File: src/rtl/core/trace_buffer_writer_with_timestamps_core_defines.svh
// Assertion macros shared by the trace buffer writer RTL.
// Needs nothing else; the asserting module must have clk and arst_n.
`ifndef TRACE_BUFFER_WRITER_WITH_TIMESTAMPS_CORE_DEFINES_SVH
`define TRACE_BUFFER_WRITER_WITH_TIMESTAMPS_CORE_DEFINES_SVH
`ifndef NO_ASSERTIONS
// Clocked assertion, disabled while reset is applied.
`define TBW_ASSERT(label, prop, msg) \
	label: assert property (@(posedge clk) disable iff (!arst_n) prop) \
		else $error(msg);
// Condition that must never be true at a clock edge.
`define TBW_ASSERT_NEVER(label, cond, msg) \
	`TBW_ASSERT(label, !(cond), msg)
`else
`define TBW_ASSERT(label, prop, msg)
`define TBW_ASSERT_NEVER(label, cond, msg)
`endif
`endif

File: src/rtl/core/tbw_pkg.sv
// Package of the trace buffer writer: widths, item and result types, register codes
// and the timestamp digit helpers. Depends on nothing.
package tbw_pkg;

	// Buffer address width and the widths of the fixed fields.
	localparam int AddrWidth = 16;
	localparam int SizeWidth = 17;
	localparam int CharWidth = 8;
	localparam int TimeWidth = 63;
	localparam int DataWidth = 32;
	localparam int PaddrWidth = 4;

	// Timestamp layout: nine 7-bit digits, most significant first, bit 7 set.
	localparam int NumDigits = 9;
	localparam int DigitWidth = 7;
	localparam int PhaseWidth = $clog2(NumDigits);
	localparam logic [PhaseWidth-1:0] LastDigit = PhaseWidth'(NumDigits - 1);
	localparam logic [CharWidth-1:0] DigitMark = 8'h80;
	localparam logic [CharWidth-1:0] NewlineChar = 8'd10;

	// Reset value of the buffer size register.
	localparam logic [SizeWidth-1:0] BufSizeReset = 17'h10000;

	// Queue depths.
	localparam int ItemQDepth = 4;
	localparam int ItemQPtrWidth = $clog2(ItemQDepth);
	localparam int ResQDepth = 2;
	localparam int ResQPtrWidth = $clog2(ResQDepth);

	// Width used to compare the size register against the address range.
	localparam int CmpWidth = (SizeWidth > AddrWidth + 1) ? SizeWidth : AddrWidth + 1;

	typedef enum logic [1:0] {
		REG_BUFFER_SIZE = 2'd0,
		REG_WRAP_ENABLE = 2'd1,
		REG_LOG_ENABLE  = 2'd2
	} reg_idx_t;

	// One accepted character with its time and its class.
	typedef struct packed {
		logic [CharWidth-1:0] char_byte;
		logic [TimeWidth-1:0] time_now;
		logic                 is_newline;
	} item_t;

	// One buffer write.
	typedef struct packed {
		logic [AddrWidth-1:0] write_addr;
		logic [CharWidth-1:0] write_byte;
		logic                 last;
		logic                 wrapped_flag;
		logic                 stopped_flag;
	} result_t;

	// Configuration seen by the write sequencer.
	typedef struct packed {
		logic [AddrWidth:0] eff_size;
		logic               wrap_enable;
		logic               log_enable;
		logic               stop_clr;
	} tbw_cfg_t;

	// Effective buffer size: zero counts as one, capped at the address range.
	function automatic logic [AddrWidth:0] eff_size(input logic [SizeWidth-1:0] size);
		logic [CmpWidth-1:0] s;
		logic [CmpWidth-1:0] cap;
		s = CmpWidth'(size);
		cap = CmpWidth'(1) << AddrWidth;
		if (s == '0) begin
			s = CmpWidth'(1);
		end
		if (s > cap) begin
			s = cap;
		end
		return (AddrWidth + 1)'(s);
	endfunction

	// Timestamp byte for digit position k.
	function automatic logic [CharWidth-1:0] stamp_digit(input logic [TimeWidth-1:0] t,
			input logic [PhaseWidth-1:0] k);
		logic [DigitWidth-1:0] d;
		d = '0;
		for (int i = 0; i < NumDigits; i++) begin
			if (k == PhaseWidth'(i)) begin
				d = t[TimeWidth - DigitWidth * (i + 1) +: DigitWidth];
			end
		end
		return DigitMark | CharWidth'(d);
	endfunction

endpackage

File: src/rtl/core/tbw_front.sv
// Front end of the trace buffer writer: accepts characters, marks newlines and
// holds them in a short queue for the write sequencer. Depends on tbw_pkg.
module tbw_front import tbw_pkg::*; (
	input  logic                 clk,
	input  logic                 arst_n,
	input  logic                 push,
	input  logic [CharWidth-1:0] char_byte,
	input  logic [TimeWidth-1:0] time_now,
	output logic                 full,
	input  logic                 pop,
	output item_t                head,
	output logic                 empty
);

	item_t                  entry_q [ItemQDepth];
	logic [ItemQPtrWidth-1:0] wr_ptr_q;
	logic [ItemQPtrWidth-1:0] rd_ptr_q;
	logic [ItemQPtrWidth:0]   count_q;
	logic                   do_push;
	logic                   do_pop;

	assign full = (count_q == (ItemQPtrWidth + 1)'(ItemQDepth));
	assign empty = (count_q == '0);
	assign do_push = push && !full;
	assign do_pop = pop && !empty;
	assign head = entry_q[rd_ptr_q];

	// Pointers and fill count.
	always_ff @(posedge clk or negedge arst_n) begin
		if (!arst_n) begin
			wr_ptr_q <= '0;
			rd_ptr_q <= '0;
			count_q <= '0;
		end else begin
			if (do_push) begin
				wr_ptr_q <= wr_ptr_q + 1'b1;
			end
			if (do_pop) begin
				rd_ptr_q <= rd_ptr_q + 1'b1;
			end
			if (do_push && !do_pop) begin
				count_q <= count_q + 1'b1;
			end else if (do_pop && !do_push) begin
				count_q <= count_q - 1'b1;
			end
		end
	end

	// Store the character, classified as it is taken in.
	always_ff @(posedge clk) begin
		if (do_push) begin
			entry_q[wr_ptr_q].char_byte <= char_byte;
			entry_q[wr_ptr_q].time_now <= time_now;
			entry_q[wr_ptr_q].is_newline <= (char_byte == NewlineChar);
		end
	end

endmodule

File: src/rtl/core/tbw_back.sv
// Write sequencer of the trace buffer writer: turns queued characters into buffer
// writes, with line timestamps and wrap handling. Depends on tbw_pkg and the defines.
`include "trace_buffer_writer_with_timestamps_core_defines.svh"
module tbw_back import tbw_pkg::*; (
	input  logic     clk,
	input  logic     arst_n,
	input  tbw_cfg_t cfg,
	input  item_t    head,
	input  logic     head_valid,
	output logic     item_pop,
	output logic     res_wr,
	output result_t  res,
	input  logic     res_room
);

	logic [AddrWidth-1:0]  idx_q;
	logic                  has_wrapped_q;
	logic                  at_line_start_q;
	logic                  stopped_q;
	logic [PhaseWidth-1:0] phase_q;
	logic                  active;
	logic                  emit;
	logic                  drop;
	logic [AddrWidth:0]    idx_inc;
	logic                  wrap_hit;
	logic                  stop_hit;

	// Decide what happens to the item at the head of the queue.
	always_comb begin
		active = cfg.log_enable && !stopped_q;
		emit = head_valid && active && res_room;
		drop = head_valid && !active;
		idx_inc = {1'b0, idx_q} + 1'b1;
		wrap_hit = (idx_inc >= cfg.eff_size);
		stop_hit = wrap_hit && !cfg.wrap_enable;
		item_pop = drop || (emit && (stop_hit || !at_line_start_q));
	end

	// Form the buffer write.
	always_comb begin
		res_wr = emit;
		res.write_addr = idx_q;
		res.write_byte = at_line_start_q ? stamp_digit(head.time_now, phase_q)
			: head.char_byte;
		res.last = stop_hit || !at_line_start_q;
		res.wrapped_flag = has_wrapped_q || wrap_hit;
		res.stopped_flag = stop_hit;
	end

	// Buffer index, marks and timestamp digit counter.
	always_ff @(posedge clk or negedge arst_n) begin
		if (!arst_n) begin
			idx_q <= '0;
			has_wrapped_q <= 1'b0;
			at_line_start_q <= 1'b1;
			stopped_q <= 1'b0;
			phase_q <= '0;
		end else begin
			if (emit) begin
				idx_q <= wrap_hit ? '0 : idx_inc[AddrWidth-1:0];
				if (wrap_hit) begin
					has_wrapped_q <= 1'b1;
				end
				if (stop_hit) begin
					stopped_q <= 1'b1;
				end
				if (at_line_start_q) begin
					if (stop_hit) begin
						phase_q <= '0;
					end else if (phase_q == LastDigit) begin
						phase_q <= '0;
						at_line_start_q <= 1'b0;
					end else begin
						phase_q <= phase_q + 1'b1;
					end
				end else if (head.is_newline) begin
					at_line_start_q <= 1'b1;
				end
			end
			if (cfg.stop_clr) begin
				stopped_q <= 1'b0;
			end
		end
	end

	`TBW_ASSERT(a_phase_in_stamp, (phase_q != '0) |-> at_line_start_q, "digit count outside a timestamp")
	`TBW_ASSERT(a_pop_has_last, (emit && item_pop) |-> res.last, "item finished without a last write")
	`TBW_ASSERT(a_last_pops, (emit && res.last) |-> item_pop, "last write left the item queued")
	`TBW_ASSERT_NEVER(a_no_write_stopped, stopped_q && res_wr, "write while logging is stopped")

endmodule

File: src/rtl/core/tbw_res_queue.sv
// Result queue of the trace buffer writer: holds buffer writes until the consumer
// takes them. Depends on tbw_pkg.
module tbw_res_queue import tbw_pkg::*; (
	input  logic    clk,
	input  logic    arst_n,
	input  logic    wr_en,
	input  result_t wr_data,
	output logic    room,
	input  logic    pop,
	output logic    empty,
	output result_t head
);

	result_t                 entry_q [ResQDepth];
	logic [ResQPtrWidth-1:0] wr_ptr_q;
	logic [ResQPtrWidth-1:0] rd_ptr_q;
	logic [ResQPtrWidth:0]   count_q;
	logic                    do_push;
	logic                    do_pop;

	assign room = (count_q != (ResQPtrWidth + 1)'(ResQDepth));
	assign empty = (count_q == '0);
	assign do_push = wr_en && room;
	assign do_pop = pop && !empty;
	assign head = entry_q[rd_ptr_q];

	// Pointers and fill count.
	always_ff @(posedge clk or negedge arst_n) begin
		if (!arst_n) begin
			wr_ptr_q <= '0;
			rd_ptr_q <= '0;
			count_q <= '0;
		end else begin
			if (do_push) begin
				wr_ptr_q <= wr_ptr_q + 1'b1;
			end
			if (do_pop) begin
				rd_ptr_q <= rd_ptr_q + 1'b1;
			end
			if (do_push && !do_pop) begin
				count_q <= count_q + 1'b1;
			end else if (do_pop && !do_push) begin
				count_q <= count_q - 1'b1;
			end
		end
	end

	// Result storage.
	always_ff @(posedge clk) begin
		if (do_push) begin
			entry_q[wr_ptr_q] <= wr_data;
		end
	end

endmodule

File: src/rtl/core/trace_buffer_writer_with_timestamps_core.sv
// Trace buffer writer, top level: register port, input queue, write sequencer and
// result queue. Depends on tbw_pkg, tbw_front, tbw_back and tbw_res_queue.
//
// Each transfer on the input side carries one log character and the current time;
// each transfer on the result side is one byte write into the circular buffer.
// A character on a line that is already open gives one write; the first character
// of a line gives ten (nine timestamp bytes, then the character). The sequencer has
// one write port and makes one write per cycle while the result queue has room; a
// character is discarded without a write while logging is off or stopped. A character
// is held in the input queue and its writes in the result queue before they reach the
// result side; the sequencer between the two queues is combinational. Four
// characters and two writes can wait in the queues. No clearing pass follows reset.
module trace_buffer_writer_with_timestamps_core import tbw_pkg::*; (
	input  logic                  clk,
	input  logic                  arst_n,
	// Character input
	input  logic                  push,
	output logic                  full,
	input  logic [CharWidth-1:0]  char_byte,
	input  logic [TimeWidth-1:0]  time_now,
	// Buffer writes
	output logic                  empty,
	input  logic                  pop,
	output logic [AddrWidth-1:0]  write_addr,
	output logic [CharWidth-1:0]  write_byte,
	output logic                  last,
	output logic                  wrapped_flag,
	output logic                  stopped_flag,
	// Register port
	input  logic                  psel,
	input  logic                  penable,
	input  logic                  pwrite,
	input  logic [PaddrWidth-1:0] paddr,
	input  logic [DataWidth-1:0]  pwdata,
	output logic [DataWidth-1:0]  prdata,
	output logic                  pready
);

	logic [SizeWidth-1:0] buffer_size_q;
	logic                 wrap_enable_q;
	logic                 log_enable_q;
	logic                 cfg_wr;
	reg_idx_t             reg_idx;
	tbw_cfg_t             cfg;
	item_t                item_head;
	logic                 item_empty;
	logic                 item_pop;
	logic                 res_wr;
	result_t              res_in;
	logic                 res_room;
	result_t              res_head;

	assign pready = 1'b1;
	assign reg_idx = reg_idx_t'(paddr[PaddrWidth-1:2]);
	assign cfg_wr = psel && penable && pwrite;

	// Configuration registers.
	always_ff @(posedge clk or negedge arst_n) begin
		if (!arst_n) begin
			buffer_size_q <= BufSizeReset;
			wrap_enable_q <= 1'b0;
			log_enable_q <= 1'b0;
		end else if (cfg_wr) begin
			unique case (reg_idx)
				REG_BUFFER_SIZE: buffer_size_q <= pwdata[SizeWidth-1:0];
				REG_WRAP_ENABLE: wrap_enable_q <= pwdata[0];
				REG_LOG_ENABLE:  log_enable_q <= pwdata[0];
				default: ;
			endcase
		end
	end

	// Register read back.
	always_comb begin
		unique case (reg_idx)
			REG_BUFFER_SIZE: prdata = DataWidth'(buffer_size_q);
			REG_WRAP_ENABLE: prdata = DataWidth'(wrap_enable_q);
			REG_LOG_ENABLE:  prdata = DataWidth'(log_enable_q);
			default:         prdata = '0;
		endcase
	end

	// A write to the enable register restarts a stopped log.
	always_comb begin
		cfg.eff_size = eff_size(buffer_size_q);
		cfg.wrap_enable = wrap_enable_q;
		cfg.log_enable = log_enable_q;
		cfg.stop_clr = cfg_wr && (reg_idx == REG_LOG_ENABLE);
	end

	tbw_front u_front (
		.clk       (clk),
		.arst_n    (arst_n),
		.push      (push),
		.char_byte (char_byte),
		.time_now  (time_now),
		.full      (full),
		.pop       (item_pop),
		.head      (item_head),
		.empty     (item_empty)
	);

	tbw_back u_back (
		.clk        (clk),
		.arst_n     (arst_n),
		.cfg        (cfg),
		.head       (item_head),
		.head_valid (!item_empty),
		.item_pop   (item_pop),
		.res_wr     (res_wr),
		.res        (res_in),
		.res_room   (res_room)
	);

	tbw_res_queue u_res_queue (
		.clk     (clk),
		.arst_n  (arst_n),
		.wr_en   (res_wr),
		.wr_data (res_in),
		.room    (res_room),
		.pop     (pop),
		.empty   (empty),
		.head    (res_head)
	);

	// Result fields.
	assign write_addr = res_head.write_addr;
	assign write_byte = res_head.write_byte;
	assign last = res_head.last;
	assign wrapped_flag = res_head.wrapped_flag;
	assign stopped_flag = res_head.stopped_flag;

endmodule
File: config.mk
export PLATFORM = sky130hd
export DESIGN_NAME = trace_buffer_writer_with_timestamps_core
export DESIGN_NICKNAME = d
export VERILOG_FILES = /design/src/rtl/core/tbw_pkg.sv /design/src/rtl/core/tbw_front.sv /design/src/rtl/core/tbw_back.sv /design/src/rtl/core/tbw_res_queue.sv /design/src/rtl/core/trace_buffer_writer_with_timestamps_core.sv
export VERILOG_INCLUDE_DIRS = /design/src /design/src/rtl/core
export SDC_FILE = /design/constraint.sdc
export NUM_CORES = 1
export LEC_CHECK = 0
export BUFFER_PORTS_ARGS = -buffer_cell sky130_fd_sc_hd__buf_2
export CAP_MARGIN = 20
export CELL_PAD_IN_SITES_DETAIL_PLACEMENT = 2
export CELL_PAD_IN_SITES_GLOBAL_PLACEMENT = 2
export CORE_MARGIN = 2
export CORE_UTILIZATION = 39
export DETAILED_ROUTE_END_ITERATION = 8
export MAX_ROUTING_LAYER = met4
export PLACE_DENSITY_LB_ADDON = 0.1
export SYNTH_ARGS = -nofsm -noshare
export SYNTH_HDL_FRONTEND = slang
export SYNTH_SLANG_ARGS = --single-unit
File: constraint.sdc
create_clock -name clk -period 3.8 [get_ports clk]
set_input_delay 0 -clock clk [delete_from_list [all_inputs] [get_ports clk]]
set_output_delay 0 -clock clk [all_outputs]
set_load 0.02 [all_outputs]
# Word level (Yosys, flattened, before mapping)
# Memory sizes are Yosys's and may differ from the RTL's.
# Index checks and enable logic that the tools add are counted.
[totals]
regBits = 53
latch_bits = 0
mem_bits_rw = 342
mem_bits_ro = 0
out_inout_bits = 62
memories = 2
[mem_list]
columns = ["name", "words", "word_bits", "rd", "rd_ports_with_merged_regs", "wr", "line", "rtl"]
rows = [
  ["u_front.entry_q", 4, 72, 1, 0, 1, "tbw_front.sv:15", "item_t entry_q [ItemQDepth];"],
  ["u_res_queue.entry_q", 2, 27, 1, 0, 1, "tbw_res_queue.sv:14", "result_t entry_q [ResQDepth];"],
]
[op_classes]
addsub = 10
n_mul = 0
div = 0
n_lt_le_gt_ge = 2
n_eq_ne = 13
shifts = 0
muxes = 31
n_bitwise = 0
n_reduce_logical = 46
[ops]
columns = ["operator", "count"]
rows = [
  ["$mux W7", 9],
  ["$pmux W17 S3", 1],
  ["$mux W17", 2],
  ["$add A16 B1 Y17 const B", 1],
  ["$ge A17 B17 Y1", 1],
  ["$gt A17 B17 Y1 const B", 1],
  ["$logic_and A1 B1 Y1", 17],
  ["$logic_not A17 Y1", 1],
  ["$eq A4 B3 Y1 const B", 4],
  ["$mux W16", 1],
  ["$reduce_and A2 Y1", 6],
  ["$logic_not A1 Y1", 11],
  ["$mux W1", 11],
  ["$eq A4 B2 Y1 const B", 2],
  ["$eq A8 B4 Y1 const B", 1],
  ["$mux W4", 2],
  ["$mux W8", 1],
  ["$reduce_bool A2 Y1", 4],
  ["$add A2 B1 Y2 const B", 3],
  ["$mux W3", 2],
  ["$add A4 B1 Y4 const B", 1],
  ["$eq A4 B1 Y1 const B", 1],
  ["$eq A4 B4 Y1 const B", 1],
  ["$logic_not A2 Y1", 2],
  ["12 further kinds", 16],
]

# Logic depth before layout (Yosys ltp)
# Gate-level depths: netlist of run 1.
[depth]
depth_word = 13
depth_mapped = 20
mapped_depth_nobuf = 19

# By module
# Synthesis of run 1 repeated with hierarchy kept, for this count alone.
[hier_totals]
cells_unflattened = 957
area_unflattened_um2 = 16787.4
[modules_own_cells]
columns = ["module", "n_inst", "cells_each", "area_per_inst_um2", "seq_area_each_um2"]
rows = [
  ["tbw_front", 1, 414, 10834.1, 8823.5],
  ["tbw_back", 1, 331, 2492.4, 576.8],
  ["tbw_res_queue", 1, 102, 2243.4, 1721.7],
  ["trace_buffer_writer_with_timestamps_core", 1, 110, 1217.4, 476.7],
]

# Worst setup path before layout of run 1
# No wires, ideal clock.
[synth_timing]
kind = "reg-to-reg"
startpoint = "reg u_back.idx_q[2]"
endpoint = "reg u_front.count_q[1]"
setup_time_ps = 125
arrival_ps = 3843
required_time_ps = 3675
slack_ps = -167
stages_incl_launch_ff = 18
n_path_buf = 1
period_less_slack_ps = 3967
path_cell_list = "dfrtp_1 -> buf_4 -> nand3_2 -> nor3_2 -> and3_1 -> nand3_1 -> nor2_1 -> xor2_1 -> ha_1 -> nand4_1 -> or2_1 -> a211o_1 -> a31o_2 -> a21bo_2 -> ha_1 -> inv_1 -> fa_1 -> mux2_2"
[synth_between]
elab_chain_len = 10
[synth_lines]
columns = ["element", "line", "rtl"]
rows = [
  ["start: declaration", "tbw_back.sv:16", "logic [AddrWidth-1:0] idx_q;"],
  ["start signal: assignment", "tbw_back.sv:60", "idx_q <= wrap_hit ? '0 : idx_inc[AddrWidth-1:0];"],
  ["$add A16 B1 Y17 *", "tbw_back.sv:33", "idx_inc = {1'b0, idx_q} + 1'b1;"],
  ["$ge A17 B17 Y1 *", "tbw_back.sv:34", "wrap_hit = (idx_inc >= cfg.eff_size);"],
  ["$logic_and A1 B1 Y1 *", "tbw_back.sv:35", "stop_hit = wrap_hit && !cfg.wrap_enable;"],
  ["$logic_or A1 B1 Y1 *", "tbw_back.sv:36", "item_pop = drop || (emit && (stop_hit || !at_line_start_q));"],
  ["$logic_and A1 B1 Y1 *", "tbw_back.sv:36", ""],
  ["$logic_or A1 B1 Y1 *", "tbw_back.sv:36", ""],
  ["$logic_and A1 B1 Y1 *", "tbw_front.sv:25", "assign do_pop = pop && !empty;"],
  ["$logic_not A1 Y1", "tbw_front.sv:41", "if (do_push && !do_pop) begin"],
  ["$logic_and A1 B1 Y1", "tbw_front.sv:41", ""],
  ["$mux W3 / $reduce_bool A2 Y1 (equally long branches)", "--", ""],
  ["end signal: assignment", "tbw_front.sv:42", "count_q <= count_q + 1'b1;"],
  ["end signal: assignment", "tbw_front.sv:44", "count_q <= count_q - 1'b1;"],
  ["end: declaration", "tbw_front.sv:18", "logic [ItemQPtrWidth:0] count_q;"],
]
# Mark *: on every way between the ends. The rest lies on a longest branch, timed or not.
# A chain may end at the register's enable or synchronous reset.

# Worst setup path in the final report of run 1
[layout_timing]
startpoint = "reg buffer_size_q[11]"
endpoint = "reg u_front.count_q[1]"
[layout_between]
elab_chain_len = 13
[layout_lines]
columns = ["element", "line", "rtl"]
rows = [
  ["start: declaration", "trace_buffer_writer_with_timestamps_core.sv:39", "logic [SizeWidth-1:0] buffer_size_q;"],
  ["start signal: assignment", "trace_buffer_writer_with_timestamps_core.sv:60", "buffer_size_q <= BufSizeReset;"],
  ["start signal: assignment", "trace_buffer_writer_with_timestamps_core.sv:65", "REG_BUFFER_SIZE: buffer_size_q <= pwdata[SizeWidth-1:0];"],
  ["$logic_not A17 Y1", "tbw_pkg.sv:69", "if (s == '0) begin"],
  ["$mux W17 *", "tbw_pkg.sv:69", ""],
  ["$gt A17 B17 Y1", "tbw_pkg.sv:72", "if (s > cap) begin"],
  ["$mux W17 *", "tbw_pkg.sv:72", ""],
  ["$ge A17 B17 Y1 *", "tbw_back.sv:34", ""],
  ["$logic_and A1 B1 Y1 *", "tbw_back.sv:35", ""],
  ["$logic_or A1 B1 Y1 *", "tbw_back.sv:36", ""],
  ["$logic_and A1 B1 Y1 *", "tbw_back.sv:36", ""],
  ["$logic_or A1 B1 Y1 *", "tbw_back.sv:36", ""],
  ["$logic_and A1 B1 Y1 *", "tbw_front.sv:25", ""],
  ["$logic_not A1 Y1", "tbw_front.sv:41", ""],
  ["$logic_and A1 B1 Y1", "tbw_front.sv:41", ""],
  ["$mux W3 / $reduce_bool A2 Y1 (equally long branches)", "--", ""],
]
# Marked as above.

==> key figures, run 1 <==
Timing
  • Setup Skew: 0.0347 ns
  • Final Hold Violating Endpoints: 0
  • F_max: about 260 MHz
  • Worst hold slack: 0.0886 ns
  • Period utilization: around 100%
  • RSZ-0062 raised after global routing: yes
  • Setup violators final: 0
  • Min cycle time layout: 3.80 ns
  • Worst-margin pin slew: a little over 0.9 ns
  • Count of pins over their slew limit: 0
  • Relative max-transition margin: between 30% and 40%
  • Sum Neg Setup Slack: 0 ns

Global route
  • First-pass GRT wire length: 67,500 µm
  • Number of antenna violations at the first check in global routing: 0
  • GRT Overall Usage: roughly a fifth
  • Largest net degree at the start of global routing: 31
  • Overflow after GRT: 0
  • Vias in the first global route: 10,900

Setup path
  • Crit-path cells: nor4_2 -> buf_4 -> nand4_1 -> nand2_2 -> clkbuf_16 -> nand2_2 -> ha_4 -> nand4_1 -> or2_1 -> a211o_1 -> a31o_2 -> a21bo_4 -> ha_4 -> inv_2 -> fa_1 -> mux2_2
  • CP arrival: approximately 4.3 ns
  • CP required: 4.27 ns
  • Worst setup SP type: flip-flop
  • Max incr delay on CP: 0.40 ns
  • Crit path depth: 16
  • R2r worst-path depth: 16
  • CP max FO: 5
  • WS Path Type: reg2reg
  • Crit path buf inv count: 3
  • CP delay by family, top: simple AND/OR/NAND/NOR gates
  • CP max-delay cell: dfrtp_1
  • Worst setup EP type: flip-flop

Synthesis
  • Post-Syn Instances: 958
  • Synth area leader: edfxtp_1
  • Synthesis Warnings: 0
  • Post-synth top area share: between 60% and 70%
  • Most common cell in the netlist: edfxtp_1
  • Seq/Total Area, Yosys: 70.1%
  • Top cells by count, synth: edfxtp_1, mux4_2, nand2_1
  • Share of synthesized flip-flops with an asynchronous set or reset: approximately 13%
  • Dominant synthesized flop cell: edfxtp_1
  • Count of cell types in the netlist: 69
  • Syn avg cell area: 17.3 µm²
  • Yosys reg bits: 395
  • Post-synth EDFFs: 342
  • Largest cells by area after synthesis: edfxtp_1, mux4_2, dfrtp_1, mux2_2, ha_1
  • Post-Syn Area: 0.0165 mm²

Die
  • Initial Util: 39.5%
  • FP Rows: 75
  • Die ar.: 0.0441 mm²
  • Core Area: 0.0419 mm²
  • Die H: 210 µm
  • Die X: 210 µm
  • Io pins: around 180

Final layout
  • Final core occ: 50.1%
  • Share of post-route cells with drive strength above 1: 34.2%
  • Multi-input logic area: 0.00480 mm²
  • Reg area: 0.0116 mm²
  • Nets: 1,421
  • Fin area: 0.0210 mm²
  • Fillers: 3,827
  • ANT cells: 0
  • Area added between synthesis and finish: 27.0%

Route
  • Vias/cell: around 5.3
  • DR pass1 iterations: 4
  • WL per Instance: 24.0 µm
  • Routed vias: a little under 10,000
  • Remaining antenna violation count after routing: 0
  • Number of remaining DRC errors: 0
  • Initial DRC count: 544
  • Total wire length: approximately 44,000 µm

Clock tree
  • Clock sinks: ~400
  • Reg clk slew, reported paths: 0.06 ns
  • CTS Buf Count: 43
  • Clock latency on the worst-skew pair: 0.59 ns
  • Clock root buffer: clkbuf_16
  • Clock tree buffer depth: 3
  • CTS tree: yes
  • Htree depth: 2

Min path
  • Min-Delay Path Class: in2reg
  • Hold Path Cell Cnt: 6

Power
  • Pwr dens: 728 mW/mm²
  • Worst IR Drop VDD: 435 µV
  • Total power draw: 15.3 mW
  • P_leak: 7.72 nW

Placed design
  • HPWL Detailed: 28,900 µm
  • DP Area: ~0.018 mm²
  • # port buffers: 142
  • Gpl congestion: between 0.7 and 0.8

Run
  • Max-cap violations: 0

Status
  • Outcome: complete, no violations
worst reg2reg max path: stages (launching register included):
cell and delay, ns:
dfrtp_1 0.40, nor4_2 0.31, buf_4 0.16, nand4_1 0.12, nand2_2 0.16, clkbuf_16 0.16, nand2_2 0.06, ha_4 0.27
nand4_1 0.16, or2_1 0.28, a211o_1 0.26, a31o_2 0.27, a21bo_4 0.22, ha_4 0.16, inv_2 0.05, fa_1 0.40
mux2_2 0.26
area by class of cell:
class	instances	area share [%]
Sequential cell	395	55.2
Multi-Input combinational cell	503	22.8
Timing Repair Buffer	320	11.6
Clock buffer	54	5.51
Tap cell	539	3.21
Clock inverter	26	1.39
Inverter	15	0.268
through the flow:
step           setup WS, ns  cells
5_1_grt              -0.235   1852
3_3_place_gp        -0.0531   1668
2_1_floorplan        0.0102    972
6_report            0.00119   1852
3_5_place_dp         -0.119   1668
4_1_cts             0.00777   1849
placed cells by master, fill, tap and decap left out, drive strengths merged, types with 15 or more instances in the layout:
master / synthesis / final
edfxtp: 342 / 342
buf: 40 / 222
dlygate4sd3: 0 / 97
mux4: 72 / 72
nand2: 66 / 66
clkbuf: 19 / 55
dfrtp: 51 / 51
o21ai: 49 / 49
mux2: 44 / 44
nor2: 32 / 32
ha: 28 / 28
a21oi: 22 / 22
and2: 20 / 20
clkinv: 1 / 17
conb: 2 / 16
inv: 14 / 15
final timing paths:
check / startpoint / end / slack [ns]
min in group asynchronous: arst_n / u_back.at_line_start_q / 0.61
hold reg to reg: u_back.has_wrapped_q / u_back.has_wrapped_q / 0.46
hold / removal: penable / buffer_size_q[16] / 0.09
max in group asynchronous: arst_n / buffer_size_q[16] / 2.71
setup reg to reg: buffer_size_q[11] / u_front.count_q[1] / 0.001
setup / recovery: buffer_size_q[11] / u_front.count_q[1] / 0.001
power breakdown:
| part | total, mW | internal, mW | switching, mW |
|---|---|---|---|
| logic | 4.64 | 2.08 | 2.56 |
| registers | 6.35 | 5.80 | 0.554 |
| clock network | 4.31 | 2.57 | 1.74 |
layer usage:
| layer | GRT usage (%) | wire length, µm | vias to the layer above |
|---|---|---|---|
| met3 | 2.71 | 1510 | 58 |
| met4 | 6.04 | 876 | 0 |
| met1 | 27.5 | 19500 | 5138 |
| met2 | 35.6 | 22600 | 186 |
| li1 | - | - | 4376 |
| met5 | - | 0 | - |
kinds of logic after synthesis:
logic type | after synthesis | synth area share (%)
AND/OR/NAND/NOR | 189 | 5.89
adder cells (fa/ha/maj) | 29 | 2.24
multiplexers | 117 | 12.9
XOR/XNOR | 24 | 1.27
flip-flops | 395 | 70.1
AO/OA/AOI/OAI | 128 | 5.07
other | 2 | 0.0454
buffers and inverters | 74 | 2.46
sequential cells by signal, summed over array words and instances, names as in the netlist, 2 cells and up:
register	count
u_front.entry_q	288
u_res_queue.entry_q	54
buffer_size_q	17
u_back.idx_q	16
u_back.phase_q	4
u_front.count_q	3
u_front.rd_ptr_q	2
u_front.wr_ptr_q	2
u_res_queue.count_q	2
repair_timing:
action / in CTS / in global routing
setup buffers: 3 / 2
gates cloned: 0 / 1
pin swaps: 11 / 13
resized for setup: 18 / 9
hold buffers: 98 / 0
endpoints found under the setup margin: 2 / 2
hold endpoints to repair: 335 / 0
No activity file was read; power rests on OpenSTA's default activity.
==> run 2, diff against run 1 <==
--- a/config.mk
+++ b/config.mk
@@ -13,6 +13,7 @@
 export CORE_MARGIN = 2
 export CORE_UTILIZATION = 39
 export DETAILED_ROUTE_END_ITERATION = 8
+export HOLD_SLACK_MARGIN = 0.1
 export MAX_ROUTING_LAYER = met4
 export PLACE_DENSITY_LB_ADDON = 0.1
 export SYNTH_ARGS = -nofsm -noshare
==> run 2 against run 1 <==
Sequential power about the same. Utilization increased by 0.072 points. Largest power group unchanged. Clock skew increased by 0.0013 ns. Routed wire length about the same. Sequential share of layout area decreased by 0.079 points. Highest routed layer unchanged. The flow now finishes with violations (negative setup slack). Non-clock buffer count increased by 3. Worst hold slack improved by 0.079 ns.
==> key figures, run 2 (synthesis gave the netlist of run 1 again) <==
Status
  • Outcome: finished with violations
  • Violated checks: negative setup slack

Global route
  • Vias in the first global route: 10,900
  • Number of antenna violations at the first check in global routing: 0
  • Overflow after GRT: 0
  • First-pass GRT wire length: 67,600 µm
  • Largest net degree at the start of global routing: 31
  • GRT Overall Usage: 21.3%

Die
  • FP Rows: 75
  • Die H: 210 µm
  • Io pins: 176
  • Die X: 210 µm
  • Core Area: 0.0419 mm²
  • Die ar.: 0.0441 mm²
  • Initial Util: 39.5%

Power
  • P_leak: around 7.7 nW
  • Pwr dens: 727 mW/mm²
  • Total power draw: 15.3 mW
  • Worst IR Drop VDD: 435 µV

Timing
  • Min setup slack post-route: -0.00101 ns
  • Relative max-transition margin: between 30 and 40%
  • RSZ-0062 raised after global routing: yes
  • Period utilization: 100%
  • Min cycle time layout: about 3.8 ns
  • F_max: 263 MHz
  • Count of pins over their slew limit: 0
  • Sum Neg Setup Slack: -0.00101 ns
  • Setup Skew: 0.0360 ns
  • Worst-margin pin slew: 0.938 ns
  • Setup violators final: 1
  • Final Hold Violating Endpoints: 0

Route
  • Initial DRC count: 580
  • Total wire length: 44,500 µm
  • Remaining antenna violation count after routing: 0
  • Number of remaining DRC errors: 0
  • Vias/cell: 5.27
  • DR pass1 iterations: 4
  • Routed vias: just under 10,000
  • WL per Instance: about 24 µm

Final layout
  • Share of post-route cells with drive strength above 1: 34.1%
  • Fin area: around 0.021 mm²
  • ANT cells: 0
  • Area added between synthesis and finish: 27.2%
  • Biggest register: u_front.entry_q
  • Commonest non-fill, non-tap cells in the layout: edfxtp_1, buf_2, dlygate4sd3_1
  • Most common cell after layout, fill and taps aside: edfxtp_1
  • Top Registers: u_front.entry_q (288), u_res_queue.entry_q (54), buffer_size_q (17)
  • Nets: 1,424
  • Max reg flops: 288

Setup path
  • CP max FO: 5
  • Worst setup EP type: flip-flop
  • CP delay by family, top: simple AND/OR/NAND/NOR gates
  • CP required: approximately 4.3 ns
  • CP arrival: about 4.3 ns
  • CP max-delay cell: dfrtp_1
  • Crit path buf inv count: 3
  • Max incr delay on CP: 0.40 ns
  • Worst setup SP type: flip-flop
  • WS Path Type: reg2reg
  • Crit-path cells: nor4_2 -> buf_4 -> nand4_1 -> nand2_2 -> clkbuf_16 -> nand2_2 -> ha_4 -> nand4_1 -> or2_1 -> a211o_1 -> a31o_2 -> a21bo_4 -> ha_4 -> inv_2 -> fa_1 -> mux2_2

Clock tree
  • CTS Buf Count: 43
  • Clock tree buffer depth: 3
  • Clock sinks: 395
  • Reg clk slew, reported paths: 0.06 ns
  • Htree depth: 2
  • Clock latency on the worst-skew pair: 0.58 ns
  • CTS tree: yes
  • Clock root buffer: clkbuf_16

Placed design
  • # port buffers: between 100 and 150
  • Post-place setup slack: -0.119 ns
  • Gpl congestion: 0.745
  • HPWL Detailed: 28,900 µm
  • DP Area: about 0.018 mm²

Min path
  • Min-Delay Path Class: in2reg

Run
  • Max-cap violations: 0
==> run 2: through the flow <==
stage | instances | hold slack, ns | util, %
2_1_floorplan | 972 | -0.296 | -
3_3_place_gp | 1668 | 0.0338 | 43.8
3_5_place_dp | 1668 | 0.0371 | 43.8
4_1_cts | 1852 | 0.131 | 50.0
5_1_grt | 1855 | 0.154 | 50.2
6_report | 1855 | 0.168 | 50.2
==> run 2: layout make-up <==
type / instances / area, µm²
flip-flops and latches: 395 / 11600
repair buffers: 323 / 2460
inverters: 15 / 56.3
clock buffers: 54 / 1160
well taps: 539 / 674
multi-input cells: 503 / 4800
clock inverters: 26 / 293
fillers: 3830 / 20900
==> run 2: worst paths after layout <==
path	start	endpoint	slack (ns)	cells after the start
worst max-delay path	buffer_size_q[11]	u_front.count_q[1]	-0.001	16
worst min register to register	u_back.has_wrapped_q	u_back.has_wrapped_q	0.46	1
max in group asynchronous	arst_n	buffer_size_q[16]	2.73	4
worst max register to register	buffer_size_q[11]	u_front.count_q[1]	-0.001	16
worst min-delay path	time_now[47]	u_front.entry_q[0][48]	0.17	2
min in group asynchronous	arst_n	u_back.at_line_start_q	0.60	3
==> run 2: routing by layer <==
metal  up-vias  part of all wire [%]  track usage [%]
met4         0                   1.9             6.04
met1      5137                    43             27.5
met2       200                    51             35.7
met3        59                   3.7             2.71
li1       4380                     -                -
met5         -                     0                -
==> run 2: repair_timing <==
item,CTS,global route
setup buffers,3,2
endpoints found under the hold margin,365,0
hold buffers,101,0
pin swaps,11,13
resized for setup,18,9
gates cloned,0,1
endpoints found under the setup margin,2,2
==> run 2: where the power goes <==
group	switching (mW)	leakage, nW	internal, mW	total (mW)
combinational	2.55	3.23	2.08	4.64
sequential	0.553	3.80	5.80	6.35
clock	1.74	0.703	2.57	4.31
==> run 3, diff against run 2 <==
--- a/config.mk
+++ b/config.mk
@@ -6,12 +6,12 @@
 export SDC_FILE = /design/constraint.sdc
 export NUM_CORES = 1
 export LEC_CHECK = 0
-export BUFFER_PORTS_ARGS = -buffer_cell sky130_fd_sc_hd__buf_2
+export BUFFER_PORTS_ARGS = -buffer_cell sky130_fd_sc_hd__buf_4
 export CAP_MARGIN = 20
 export CELL_PAD_IN_SITES_DETAIL_PLACEMENT = 2
 export CELL_PAD_IN_SITES_GLOBAL_PLACEMENT = 2
 export CORE_MARGIN = 2
-export CORE_UTILIZATION = 39
+export CORE_UTILIZATION = 26
 export DETAILED_ROUTE_END_ITERATION = 8
 export HOLD_SLACK_MARGIN = 0.1
 export MAX_ROUTING_LAYER = met4
==> run 3 against run 2 <==
The flow still finishes with violations (negative setup slack). Highest routed layer unchanged. Global-route usage fell by 6.5 points. Combinational power rose by 7.8%. Worst hold slack got worse by 0.0054 ns. Via count barely moved. Clock power fell by 5.3%. Final area rose by 4.3%. Count of clock-buffer cells in the layout rose by 4.
==> key figures, run 3 (synthesis gave the netlist of run 1 again) <==
Status
  • Outcome: finished with violations
  • Violated checks: negative setup slack

Setup path
  • WS Path Type: reg2reg
  • Reg2Reg Launch Point: buffer_size_q[11]
  • Max incr delay on CP: 0.39 ns
  • Crit path buf inv count: 3
  • CP arrival: approximately 4.3 ns
  • RR Endpoint: u_front.count_q[1]
  • CP required: 4.26 ns
  • Worst setup EP type: flip-flop
  • CP max-delay cell: fa_1
  • Crit path depth: 16
  • Crit path capture: u_front.count_q[1]
  • Setup slack, reg-to-reg: -0.05 ns
  • CP delay by family, top: simple AND/OR/NAND/NOR gates
  • CP startpoint: buffer_size_q[11]
  • Crit-path cells: nor4_2 -> buf_4 -> nand4_1 -> nand2_2 -> buf_12 -> nand2_2 -> ha_4 -> nand4_1 -> or2_1 -> a211o_1 -> a31o_2 -> a21bo_4 -> ha_4 -> inv_2 -> fa_1 -> mux2_2
  • CP max FO: 5
  • Worst setup SP type: flip-flop
  • R2r worst-path depth: 16

Route
  • Routed vias: 9,772
  • WL per Instance: about 21 µm
  • Vias/cell: 4.46
  • Initial DRC count: 402
  • Top routing layer in use: met4
  • DR WL met2: 23,400 µm
  • Remaining antenna violation count after routing: 0
  • DR pass1 iterations: 4
  • Total wire length: 46,400 µm
  • Number of remaining DRC errors: 0
  • Metal-1 WL: 20,800 µm
  • Wire length on met3: roughly 1300 µm

Clock tree
  • CTS Buf Count: 46
  • Reg clk slew, reported paths: 0.06 ns
  • Clock tree buffer depth: 3
  • Clock sinks: 395
  • CTS tree: yes
  • Clock root buffer: clkbuf_16
  • Clock latency on the worst-skew pair: 0.58 ns
  • Htree depth: 2

Final layout
  • Commonest non-fill, non-tap cells in the layout: edfxtp_1, buf_4, dlygate4sd3_1
  • Area added between synthesis and finish: 32.7%
  • Max reg flops: roughly 290
  • Most common cell after layout, fill and taps aside: edfxtp_1
  • Nets: approximately 1,500
  • Fillers: 6,336
  • Top Registers: u_front.entry_q (288), u_res_queue.entry_q (54), buffer_size_q (17)
  • Biggest register: u_front.entry_q
  • Non-Filler Instances: 2,191
  • Share of post-route cells with drive strength above 1: 34.2%

Global route
  • GRT Overall Usage: 14.8%
  • Vias in the first global route: 11,100
  • First-pass GRT wire length: 71,100 µm
  • Number of antenna violations at the first check in global routing: 1
  • Overflow after GRT: 0
  • Largest net degree at the start of global routing: 52

Power
  • Pwr dens: ~700 mW/mm²
  • Worst IR Drop VDD: 336 µV
  • P_leak: between 7 and 8 nW

Timing
  • Period utilization: 101%
  • Min cycle time layout: 3.85 ns
  • Sum Neg Setup Slack: -0.0519 ns
  • Final Hold Violating Endpoints: 0
  • Relative max-transition margin: between 40% and 50%
  • Setup Skew: 0.0279 ns
  • Min setup slack post-route: -0.0519 ns
  • Setup violators final: 1
  • RSZ-0062 raised after global routing: yes
  • Worst-margin pin slew: 0.789 ns
  • F_max: 260 MHz
  • Count of pins over their slew limit: 0

Die
  • Initial Util: about a quarter
  • Core Area: 0.0630 mm²
  • Io pins: 176
  • Die ar.: 0.0657 mm²
  • FP Rows: 92
  • Die H: 256 µm
  • Die X: approximately 260 µm

Placed design
  • Placed instance count: 1,986
  • HPWL Detailed: just over 30,000 µm
  • Gpl congestion: 0.718
  • # port buffers: approximately 140
  • Post-place setup slack: -0.164 ns

Run
  • Max-cap violations: 0

Min path
  • Min-Delay Path Class: in2reg
## run 3: repair_timing
item | 4_1_cts | 5_1_grt
hold buffers | 116 | 0
hold endpoints to repair | 366 | 0
buffers inserted | 2 | 4
resized for setup | 23 | 8
cloned | 1 | 0
setup endpoints to repair | 2 | 2
pin swaps | 12 | 10
## run 3: per-stage QoR
stage / hold WS (ns) / total power [mW] / instance area [µm²] / utilization, %
after detailed placement: 0.139 / 11.3 / 19200 / 30.4
after floorplan: -0.296 / 9.22 / 16600 / -
final: 0.162 / 15.3 / 22000 / 34.9
after global placement: 0.134 / 11.2 / 19200 / 30.4
after CTS: 0.123 / 15.7 / 21900 / 34.8
after global routing: 0.151 / 16.3 / 22000 / 34.9
## run 3: how the worst min path moves through the flow
stage / cells after the start / endpoint / from
after floorplan: 0 / buffer_size_q[0] / arst_n
after global placement: 1 / buffer_size_q[11] / arst_n
after detailed placement: 1 / buffer_size_q[11] / arst_n
after CTS: 2 / u_front.entry_q[2][6] / time_now[5]
after global routing: 2 / u_front.entry_q[2][18] / time_now[17]
final: 2 / u_front.entry_q[2][6] / time_now[5]
## run 3: power by group
part	switching, mW	internal (mW)	total [mW]
clock network	1.76	2.33	4.08
logic	2.73	2.27	5.00
registers	0.455	5.80	6.25
## run 3: cell type report
cell class | count | area, µm² | share of cell area [%]
Clock buffer | 58 | 1220 | 5.54
Timing Repair Buffer | 350 | 3060 | 13.9
Clock inverter | 23 | 153 | 0.695
Multi-Input combinational cell | 503 | 4810 | 21.9
Sequential cell | 395 | 11600 | 52.9
Inverter | 15 | 56.3 | 0.256
Tap cell | 846 | 1060 | 4.82
Antenna cell | 1 | 2.50 | 0.0114
## run 3: metal layers
layer  GRT usage [%]  up-vias
met5               -        -
met4            3.72        0
met3            2.12       55
met2            24.9      136
met1            18.8     5138
li1                -     4443
